===== config.mk =====
export PLATFORM = sky130hd
export DESIGN_NAME = led_blink_pattern_timer_core_flat
export DESIGN_NICKNAME = d
export VERILOG_FILES = /design/src/design/lbpt_pkg.sv /design/src/design/lbpt_if.sv /design/src/design/lbpt_csr_regs.sv /design/src/design/lbpt_step.sv /design/src/design/led_blink_pattern_timer_core.sv /design/src/flat_wrapper.sv
export SDC_FILE = /design/constraint.sdc
export NUM_CORES = 1
export LEC_CHECK = 0
export ABC_AREA = 0
export BUFFER_PORTS_ARGS = -buffer_cell sky130_fd_sc_hd__clkbuf_2
export CAP_MARGIN = 20
export CELL_PAD_IN_SITES_DETAIL_PLACEMENT = 1
export CELL_PAD_IN_SITES_GLOBAL_PLACEMENT = 2
export CORE_ASPECT_RATIO = 1.1
export CORE_UTILIZATION = 40
export DETAILED_ROUTE_END_ITERATION = 10
export PLACE_DENSITY_LB_ADDON = 0.25
export REMOVE_ABC_BUFFERS = 1
export SLEW_MARGIN = 20
export SYNTH_ARGS = -nofsm -noshare
export SYNTH_HDL_FRONTEND = slang
export SYNTH_SLANG_ARGS = --single-unit

===== constraint.sdc =====
create_clock -name clock -period 6.45 [get_ports clock]
set_input_delay 0.3225 -clock clock [delete_from_list [all_inputs] [get_ports clock]]
set_output_delay 0.3225 -clock clock [all_outputs]
set_load 0.02 [all_outputs]

===== src/design/lbpt_pkg.sv =====
// package for the led blink / pattern timer
// holds command codes, register indexes and the shared struct types; no dependencies
`timescale 1ns / 1ps

package lbpt_pkg;

   localparam int KIND_W  = 2;
   localparam int COUNT_W = 32;
   localparam int PAT_W   = 16;
   localparam int LEN_W   = 5;
   localparam int CSR_IDX_W  = 2;
   localparam int CSR_DATA_W = 32;

   // command codes
   localparam logic [KIND_W-1:0] KIND_TICK    = 2'd0;
   localparam logic [KIND_W-1:0] KIND_RESTART = 2'd1;
   localparam logic [KIND_W-1:0] KIND_DISABLE = 2'd2;
   localparam logic [KIND_W-1:0] KIND_ARM     = 2'd3;

   // register indexes
   localparam logic [CSR_IDX_W-1:0] CSR_INTERVAL = 2'd0;
   localparam logic [CSR_IDX_W-1:0] CSR_RUN_MODE = 2'd1;
   localparam logic [CSR_IDX_W-1:0] CSR_PATTERN  = 2'd2;
   localparam logic [CSR_IDX_W-1:0] CSR_LENGTH   = 2'd3;

   localparam logic [COUNT_W-1:0] INTERVAL_RESET = 32'd500;
   localparam logic [LEN_W-1:0]   LENGTH_RESET   = 5'd1;
   localparam logic [COUNT_W-1:0] COUNT_MAX      = '1;

   typedef struct packed {
      logic [COUNT_W-1:0] interval_ticks;
      logic               run_mode;
      logic [PAT_W-1:0]   pattern_bits;
      logic [LEN_W-1:0]   pattern_length;
   } cfg_type;

   // timer state apart from the step index, whose width follows the pattern depth
   typedef struct packed {
      logic               led_on;
      logic               running;
      logic [COUNT_W-1:0] since_change;
      logic               armed;
      logic [COUNT_W-1:0] since_armed;
      logic [COUNT_W-1:0] armed_limit;
   } state_type;

endpackage


===== src/design/lbpt_if.sv =====
// valid/ready channel interfaces for the led blink / pattern timer
// depends on lbpt_pkg for field widths
`timescale 1ns / 1ps

interface lbpt_req_if import lbpt_pkg::*; ();
   logic               valid;
   logic               ready;
   logic [KIND_W-1:0]  kind;
   logic [COUNT_W-1:0] timeout_ticks;

   modport source (output valid, output kind, output timeout_ticks, input ready);
   modport sink   (input valid, input kind, input timeout_ticks, output ready);
endinterface

interface lbpt_rsp_if;
   logic valid;
   logic ready;
   logic led_level;
   logic is_active;
   logic timeout_armed;

   modport source (output valid, output led_level, output is_active, output timeout_armed,
                   input ready);
   modport sink   (input valid, input led_level, input is_active, input timeout_armed,
                   output ready);
endinterface

interface lbpt_csr_if import lbpt_pkg::*; ();
   logic                  valid;
   logic                  ready;
   logic [CSR_IDX_W-1:0]  index;
   logic [CSR_DATA_W-1:0] data;

   modport source (output valid, output index, output data, input ready);
   modport sink   (input valid, input index, input data, output ready);
endinterface


===== src/design/lbpt_csr_regs.sv =====
// configuration registers of the led blink / pattern timer
// depends on lbpt_pkg and the lbpt_csr_if interface
`timescale 1ns / 1ps

module lbpt_csr_regs import lbpt_pkg::*; (
   input  logic       clock,
   input  logic       reset,
   lbpt_csr_if.sink   csr_if,
   output cfg_type    cfg
);

   cfg_type cfg_ff;
   logic    wr_fire;

   assign csr_if.ready = 1'b1;
   assign wr_fire      = csr_if.valid && csr_if.ready;
   assign cfg          = cfg_ff;

   always_ff @(posedge clock) begin
      if (reset) begin
         cfg_ff.interval_ticks <= INTERVAL_RESET;
         cfg_ff.run_mode       <= 1'b0;
         cfg_ff.pattern_bits   <= '0;
         cfg_ff.pattern_length <= LENGTH_RESET;
      end else if (wr_fire) begin
         unique case (csr_if.index)
            CSR_INTERVAL: cfg_ff.interval_ticks <= csr_if.data[COUNT_W-1:0];
            CSR_RUN_MODE: cfg_ff.run_mode       <= csr_if.data[0];
            CSR_PATTERN:  cfg_ff.pattern_bits   <= csr_if.data[PAT_W-1:0];
            CSR_LENGTH:   cfg_ff.pattern_length <= csr_if.data[LEN_W-1:0];
         endcase
      end
   end

endmodule


===== src/design/lbpt_step.sv =====
// next-state logic for one command of the led blink / pattern timer
// depends on lbpt_pkg
`timescale 1ns / 1ps

module lbpt_step import lbpt_pkg::*; #(
   parameter int PATTERN_DEPTH = 16,
   parameter int IDX_W         = 4
) (
   input  cfg_type             cfg,
   input  state_type           cur_state,
   input  logic [IDX_W-1:0]    cur_idx,
   input  logic [KIND_W-1:0]   kind,
   input  logic [COUNT_W-1:0]  timeout_ticks,
   output state_type           nxt_state,
   output logic [IDX_W-1:0]    nxt_idx
);

   localparam logic [7:0] DEPTH_L = 8'(PATTERN_DEPTH);

   logic [COUNT_W-1:0] change_inc;
   logic [COUNT_W-1:0] armed_inc;
   logic [7:0]         len_raw;
   logic [7:0]         eff_len;
   logic [IDX_W:0]     idx_plus;
   logic [7:0]         idx_wide;
   logic               pat_bit;

   assign change_inc = (cur_state.since_change == COUNT_MAX) ? COUNT_MAX
                                                             : cur_state.since_change + 1'b1;
   assign armed_inc  = (cur_state.since_armed == COUNT_MAX) ? COUNT_MAX
                                                            : cur_state.since_armed + 1'b1;

   // zero length plays as one step, anything past the depth as the depth
   assign len_raw = 8'(cfg.pattern_length);
   always_comb begin
      eff_len = len_raw;
      if (len_raw == 8'd0)
         eff_len = 8'd1;
      if (len_raw > DEPTH_L)
         eff_len = DEPTH_L;
   end

   assign idx_plus = {1'b0, cur_idx} + 1'b1;
   assign idx_wide = 8'(cur_idx);
   // steps past the stored bits read as off
   assign pat_bit  = (idx_wide < 8'(PAT_W)) ? cfg.pattern_bits[idx_wide[3:0]] : 1'b0;

   always_comb begin
      nxt_state = cur_state;
      nxt_idx   = cur_idx;
      unique case (kind)
         KIND_RESTART: begin
            nxt_state.running      = 1'b1;
            nxt_state.since_change = '0;
            nxt_state.armed        = 1'b0;
            nxt_state.since_armed  = '0;
            nxt_state.led_on       = cfg.run_mode ? cfg.pattern_bits[0] : 1'b1;
            nxt_idx                = '0;
         end
         KIND_DISABLE: begin
            nxt_state.running = 1'b0;
            nxt_state.armed   = 1'b0;
         end
         KIND_ARM: begin
            nxt_state.armed       = 1'b1;
            nxt_state.since_armed = '0;
            nxt_state.armed_limit = timeout_ticks;
         end
         KIND_TICK: begin
            if (cur_state.running) begin
               // led change first, then the timeout
               if (change_inc >= cfg.interval_ticks) begin
                  nxt_state.since_change = '0;
                  if (!cfg.run_mode) begin
                     nxt_state.led_on = !cur_state.led_on;
                  end else begin
                     nxt_state.led_on = pat_bit;
                     nxt_idx = (8'(idx_plus) >= eff_len) ? '0 : idx_plus[IDX_W-1:0];
                  end
               end else begin
                  nxt_state.since_change = change_inc;
               end
               if (cur_state.armed) begin
                  nxt_state.since_armed = armed_inc;
                  if (armed_inc >= cur_state.armed_limit) begin
                     nxt_state.running = 1'b0;
                     nxt_state.armed   = 1'b0;
                  end
               end
            end
         end
      endcase
   end

endmodule


===== src/design/led_blink_pattern_timer_core.sv =====
// led blink / pattern timer, top level
// a request waits in the input register, then its result in the response register that drives valid
// throughput: one command per cycle unless responses stall; one next-state pass on the timer state
// input register and response register are each one deep: with a response waiting, one more
// request is taken into the input register and then ready drops; reset is synchronous, active
// high, clears the timer state and returns the registers to their defaults
`timescale 1ns / 1ps

module led_blink_pattern_timer_core import lbpt_pkg::*; #(
   parameter int PATTERN_DEPTH = 16
) (
   input  logic      clock,
   input  logic      reset,
   lbpt_req_if.sink  req_if,
   lbpt_rsp_if.source rsp_if,
   lbpt_csr_if.sink  csr_if
);

   localparam int IDX_W = (PATTERN_DEPTH > 1) ? $clog2(PATTERN_DEPTH) : 1;

   cfg_type            cfg;

   logic               s1_vld_ff;
   logic [KIND_W-1:0]  s1_kind_ff;
   logic [COUNT_W-1:0] s1_tmo_ff;

   state_type          state_ff;
   state_type          state_in;
   logic [IDX_W-1:0]   idx_ff;
   logic [IDX_W-1:0]   idx_in;

   logic               rsp_vld_ff;
   logic               rsp_led_ff;
   logic               rsp_active_ff;
   logic               rsp_armed_ff;

   logic               req_fire;
   logic               s2_fire;

   lbpt_csr_regs u_csr (
      .clock  (clock),
      .reset  (reset),
      .csr_if (csr_if),
      .cfg    (cfg)
   );

   lbpt_step #(
      .PATTERN_DEPTH (PATTERN_DEPTH),
      .IDX_W         (IDX_W)
   ) u_step (
      .cfg           (cfg),
      .cur_state     (state_ff),
      .cur_idx       (idx_ff),
      .kind          (s1_kind_ff),
      .timeout_ticks (s1_tmo_ff),
      .nxt_state     (state_in),
      .nxt_idx       (idx_in)
   );

   assign s2_fire      = s1_vld_ff && (!rsp_vld_ff || rsp_if.ready);
   assign req_if.ready = !s1_vld_ff || s2_fire;
   assign req_fire     = req_if.valid && req_if.ready;

   always_ff @(posedge clock) begin
      if (reset) begin
         s1_vld_ff <= 1'b0;
      end else if (req_fire) begin
         s1_vld_ff <= 1'b1;
      end else if (s2_fire) begin
         s1_vld_ff <= 1'b0;
      end
   end

   always_ff @(posedge clock) begin
      if (req_fire) begin
         s1_kind_ff <= req_if.kind;
         s1_tmo_ff  <= req_if.timeout_ticks;
      end
   end

   // timer state moves as each command leaves the input register
   always_ff @(posedge clock) begin
      if (reset) begin
         state_ff <= '0;
         idx_ff   <= '0;
      end else if (s2_fire) begin
         state_ff <= state_in;
         idx_ff   <= idx_in;
      end
   end

   always_ff @(posedge clock) begin
      if (reset) begin
         rsp_vld_ff <= 1'b0;
      end else if (s2_fire) begin
         rsp_vld_ff <= 1'b1;
      end else if (rsp_if.ready) begin
         rsp_vld_ff <= 1'b0;
      end
   end

   always_ff @(posedge clock) begin
      if (s2_fire) begin
         rsp_led_ff    <= state_in.led_on;
         rsp_active_ff <= state_in.running;
         rsp_armed_ff  <= state_in.armed;
      end
   end

   assign rsp_if.valid         = rsp_vld_ff;
   assign rsp_if.led_level     = rsp_led_ff;
   assign rsp_if.is_active     = rsp_active_ff;
   assign rsp_if.timeout_armed = rsp_armed_ff;

`ifndef NO_ASSERTIONS
   a_disable_stops: assert property (@(posedge clock) disable iff (reset)
      s2_fire && s1_kind_ff == KIND_DISABLE |=> !state_ff.running && !state_ff.armed)
      else $error("disable left the timer running or armed");

   a_restart_clears: assert property (@(posedge clock) disable iff (reset)
      s2_fire && s1_kind_ff == KIND_RESTART |=>
         state_ff.running && !state_ff.armed && state_ff.since_change == '0 && idx_ff == '0)
      else $error("restart did not clear the timer state");

   a_rsp_from_step: assert property (@(posedge clock) disable iff (reset)
      $rose(rsp_vld_ff) |-> $past(s2_fire))
      else $error("response raised without a command passing the step logic");
`endif

endmodule


===== src/flat_wrapper.sv =====
// flat-port wrapper written by rule: the top's interface ports become plain ports
module led_blink_pattern_timer_core_flat import lbpt_pkg::*;
#(
   parameter int PATTERN_DEPTH = 16
)
  (clock, reset, req_if_valid, req_if_kind, req_if_timeout_ticks, req_if_ready, rsp_if_valid, rsp_if_led_level, rsp_if_is_active, rsp_if_timeout_armed, rsp_if_ready, csr_if_valid, csr_if_index, csr_if_data, csr_if_ready);
  lbpt_req_if req_if_i ();
  lbpt_rsp_if rsp_if_i ();
  lbpt_csr_if csr_if_i ();
  input  logic clock;
  input  logic reset;
  input wire logic [$bits(req_if_i.valid)-1:0] req_if_valid;
  input wire logic [$bits(req_if_i.kind)-1:0] req_if_kind;
  input wire logic [$bits(req_if_i.timeout_ticks)-1:0] req_if_timeout_ticks;
  output wire logic [$bits(req_if_i.ready)-1:0] req_if_ready;
  output wire logic [$bits(rsp_if_i.valid)-1:0] rsp_if_valid;
  output wire logic [$bits(rsp_if_i.led_level)-1:0] rsp_if_led_level;
  output wire logic [$bits(rsp_if_i.is_active)-1:0] rsp_if_is_active;
  output wire logic [$bits(rsp_if_i.timeout_armed)-1:0] rsp_if_timeout_armed;
  input wire logic [$bits(rsp_if_i.ready)-1:0] rsp_if_ready;
  input wire logic [$bits(csr_if_i.valid)-1:0] csr_if_valid;
  input wire logic [$bits(csr_if_i.index)-1:0] csr_if_index;
  input wire logic [$bits(csr_if_i.data)-1:0] csr_if_data;
  output wire logic [$bits(csr_if_i.ready)-1:0] csr_if_ready;
  assign req_if_i.valid = req_if_valid;
  assign req_if_i.kind = req_if_kind;
  assign req_if_i.timeout_ticks = req_if_timeout_ticks;
  assign req_if_ready = req_if_i.ready;
  assign rsp_if_valid = rsp_if_i.valid;
  assign rsp_if_led_level = rsp_if_i.led_level;
  assign rsp_if_is_active = rsp_if_i.is_active;
  assign rsp_if_timeout_armed = rsp_if_i.timeout_armed;
  assign rsp_if_i.ready = rsp_if_ready;
  assign csr_if_i.valid = csr_if_valid;
  assign csr_if_i.index = csr_if_index;
  assign csr_if_i.data = csr_if_data;
  assign csr_if_ready = csr_if_i.ready;
  led_blink_pattern_timer_core #(.PATTERN_DEPTH(PATTERN_DEPTH)) u_core (.clock(clock), .reset(reset), .req_if(req_if_i), .rsp_if(rsp_if_i), .csr_if(csr_if_i));
endmodule

==> results.yml <==
grt:
  grt-ovfl-total: 0
  grt_antenna_before_repair: 0
  grt_pass1_wl_um: 45750
  grtUsageTotal_pct: 21.04
  grt_max_degree: 76
  first_global_vias: 9262
sta:
  rsz0062_at_grt: "false"
  holdWs_ns: 0.05144
  finalWorstSetupSlack_ns: 1.742
  maxSlewHeadroom_pct: 36.98
  slew_viol_final: 0
  fin_crit_ns: 4.708
  fin_setup_tns_ns: 0
  hold_violations: 0
  max_freq_ghz: 0.2124
  min_period_over_period_pct: 72.99
  finClkSkew_ns: 0.01623
  finalSetupViolCount: 0
  tightest_slew_ns: 0.9367
setup_path:
  required_ns: 6.78
  cp_top_family: "simple AND/OR/NAND/NOR gates"
  crit_slowest_cell: "nor4_1"
  cp_cell_sequence: "ha_1 > nand3_1 > nor3_2 > nand4_1 > nor2_1 > nand3_1 > mux2_2 > ha_1 > nand4_1 > nor4_1 > a211oi_4 > buf_4 > a21o_1 > a22o_1"
  timing_worst_setup_path_type: "flop to flop"
  worstPathArrival_ns: 5.04
  critPathLaunchType: "flop"
  end_kind: "flop"
  crit_buf_inv: 1
  crit_fanout: 32
  slowest_delay_ns: 0.85
placed_design:
  port-buffer-count: 77
  dp.cells: 1659
  place_ws_ns: 1.690
  gp_congestion: 0.7852
  hpwl_um: 20300
  placed_cell_area_um2: 11370
die:
  initial_utilization_pct: 40.86
  die_y_um: 173.6
  ioPinCount: 79
  row_count: 62
  core_area_um2: 26220
  die_x_um: 158.0
  die_area_um2: 27440
power_and_ir_drop:
  total_power_mw: 2.559
  p_int_mw: 1.941
  pwr-share-comb_pct: 6.4
  power_switching_mw: 0.6177
  p_per_area_nw_per_um2: 213.8
  vdd_drop_max_mv: 0.1153
  leakagePower_nw: 5.028
  pwr-share-clk_pct: 43.1
  seqPwrFrac_pct: 50.5
  swShare_pct: 24.14
cts:
  cts_tree: "built"
  cts-root-buf: "clkbuf_16"
  cts_resized: 0
  clk-insertion-delay-late_ns: 0.44
  cts_made_buffers: 17
  clk_pin_slew_ns: 0.08
  ctsHoldBuffers: 0
  cts_sinks: 196
  cts_setup_buffers: 0
  clockBufferDepth: 2
  htreeDepth: 4
layout:
  fin_area_um2: 11970
  num_antenna_cells: 0
  drive_gt1_share_pct: 11.20
  area_growth_pct: 11.69
  finalNonFillerCells: 1691
  postLayoutCoreUtil_pct: 45.63
  final_nets: 1474
  fill_cells: 3232
routing:
  ant_nets: 0
  totalWireLength_um: 27830
  drtIter0Drc: 301
  via_per_inst: 5.347
  drc_errors: 0
  num_vias: 9041
  drt-pass1-iter-count: 5
  wl_per_cell_um: 16.46
logic_synthesis:
  synth-edff-count: 37
  syn_avg_cell_area_um2: 8.343
  syn_area_um2: 10710
  synth_mux_area_share_pct: 2.126
  async_reset_ff_share_pct: 0
  synth-xor-area-share_pct: 3.434
  synth.top_cell.area_share_pct: 29.71
  syn-instance-count: 1284
  synth_top_family_by_area: "compound AO/OA/AOI/OAI gates"
  synthFlopType: "dfxtp_1"
  synth.area.top_cells: "dfxtp_1 (30%), edfxtp_1 (10%), nand2_1 (9.1%)"
  synth_cell_types: 64
  synth.yosys.seq_area_share_pct: 40.08
  synth_fa_ha_area_share_pct: 8.760
  ys_ff_latch: 196
  synth_compound_area_share_pct: 20.36
  yosys.area_share.simple_pct: 19.20
  yosysWarnings: 0
  synth_top_cell_by_area: "dfxtp_1"
worst_hold_path:
  hp-class: "input port to flop"
flow_run:
  max-cap-violations: 0
outcome:
  outcome: "completed"
flip-flops by register name, indices dropped and copies added (netlist names), 2 cells and up:
name,flops
u_core.s1_tmo_ff,32
u_core.idx_ff,4
u_core.u_csr.cfg,54
u_core.state_ff,99
u_core.s1_kind_ff,2
final timing paths:
| kind | start | endpoint | slack, ns | depth (start not counted) |
|---|---|---|---|---|
| min | req_if_timeout_ticks[15] | u_core.s1_tmo_ff[15] | 0.05 | 1 |
| min reg2reg | u_core.u_csr.cfg[36] | u_core.u_csr.cfg[36] | 0.46 | 2 |
| max reg2reg | u_core.state_ff[65] | u_core.state_ff[90] | 1.74 | 14 |
| max | u_core.state_ff[65] | u_core.state_ff[90] | 1.74 | 14 |
power groups by stage:
stage / combinational [mW] / sequential (mW) / clock [mW]
global placement: 0.163 / 1.32 / 0
global route: 0.185 / 1.30 / 1.18
CTS: 0.167 / 1.29 / 1.14
floorplan: 0.0904 / 1.32 / 0
detailed placement: 0.167 / 1.32 / 0
finish: 0.163 / 1.29 / 1.10
per-layer routing:
metal	vias to the layer above	GRT usage, %	share of wire, %
met5	-	0	0
met1	4397	25.13	45
li1	4554	-	-
met3	19	3.250	1.7
met2	71	38.47	52
met4	0	5.689	1.4
cell usage after synthesis (3+ instances only):
library cell,number
buf_6,4
ha_1,75
dfxtp_1,159
or3_1,6
buf_2,13
a221oi_1,3
nand2b_1,7
mux2_2,4
or2_2,7
nand2_1,259
edfxtp_1,37
mux4_2,5
a211oi_1,4
or4_1,4
a32o_1,12
a31oi_1,4
a21oi_1,130
mux2i_1,7
nor3_1,8
inv_1,93
nor4_1,4
o21ai_0,57
and4_1,5
a21o_1,50
clkbuf_1,46
o21ai_1,15
nor2_1,55
nand3_1,36
xnor2_1,14
xor2_1,28
a22o_1,34
and2_1,8
o21a_1,8
and3_1,8
o211ai_1,15
nand4_1,24
cell usage in the layout, fill, tap and decap left out, types with 7 or more instances in the layout:
| cell type | count |
|---|---|
| ha_1 | 75 |
| a21oi_1 | 130 |
| nor2_1 | 52 |
| clkbuf_2 | 76 |
| dfxtp_1 | 159 |
| a32o_1 | 12 |
| a21o_1 | 50 |
| clkbuf_16 | 18 |
| o21ai_0 | 57 |
| or2_2 | 7 |
| xnor2_1 | 14 |
| nand4_1 | 24 |
| o21a_1 | 8 |
| xor2_1 | 28 |
| nor3_1 | 8 |
| nand3_1 | 36 |
| mux2i_1 | 7 |
| and3_1 | 8 |
| inv_1 | 93 |
| nand2_1 | 259 |
| o211ai_1 | 15 |
| edfxtp_1 | 37 |
| o21ai_1 | 15 |
| nand2b_1 | 7 |
| and2_1 | 8 |
| buf_4 | 12 |
| a22o_1 | 34 |
cells by family (layout without fill, tap and decap cells):
logic type / after synthesis / count (layout)
AO/OA/AOI/OAI: 346 / 346
XOR/XNOR: 42 / 42
adder cells (fa/ha/maj): 75 / 75
buffers and inverters: 158 / 213
flip-flops: 196 / 196
multiplexers: 16 / 16
other: 1 / 1
AND/OR/NAND/NOR: 450 / 450
worst register-to-register path: stages (launching register included):
cell      delay (ns)
dfxtp_1         0.40
ha_1            0.23
nand3_1         0.22
nor3_2          0.45
nand4_1         0.20
nor2_1          0.47
nand3_1         0.15
mux2_2          0.31
ha_1            0.31
nand4_1         0.17
nor4_1          0.85
a211oi_4        0.14
buf_4           0.28
a21o_1          0.21
a22o_1          0.22
area by class of cell:
class | instances | area, um2 | area share, %
well taps | 352 | 440.4 | 3.681
clock buffers | 19 | 454.2 | 3.796
repair buffers | 88 | 470.5 | 3.932
clock inverters | 13 | 143.9 | 1.203
inverters | 93 | 349.1 | 2.918
flip-flops and latches | 196 | 4294 | 35.89
multi-input cells | 930 | 5813 | 48.58
(Power assumes the default switching activity.)
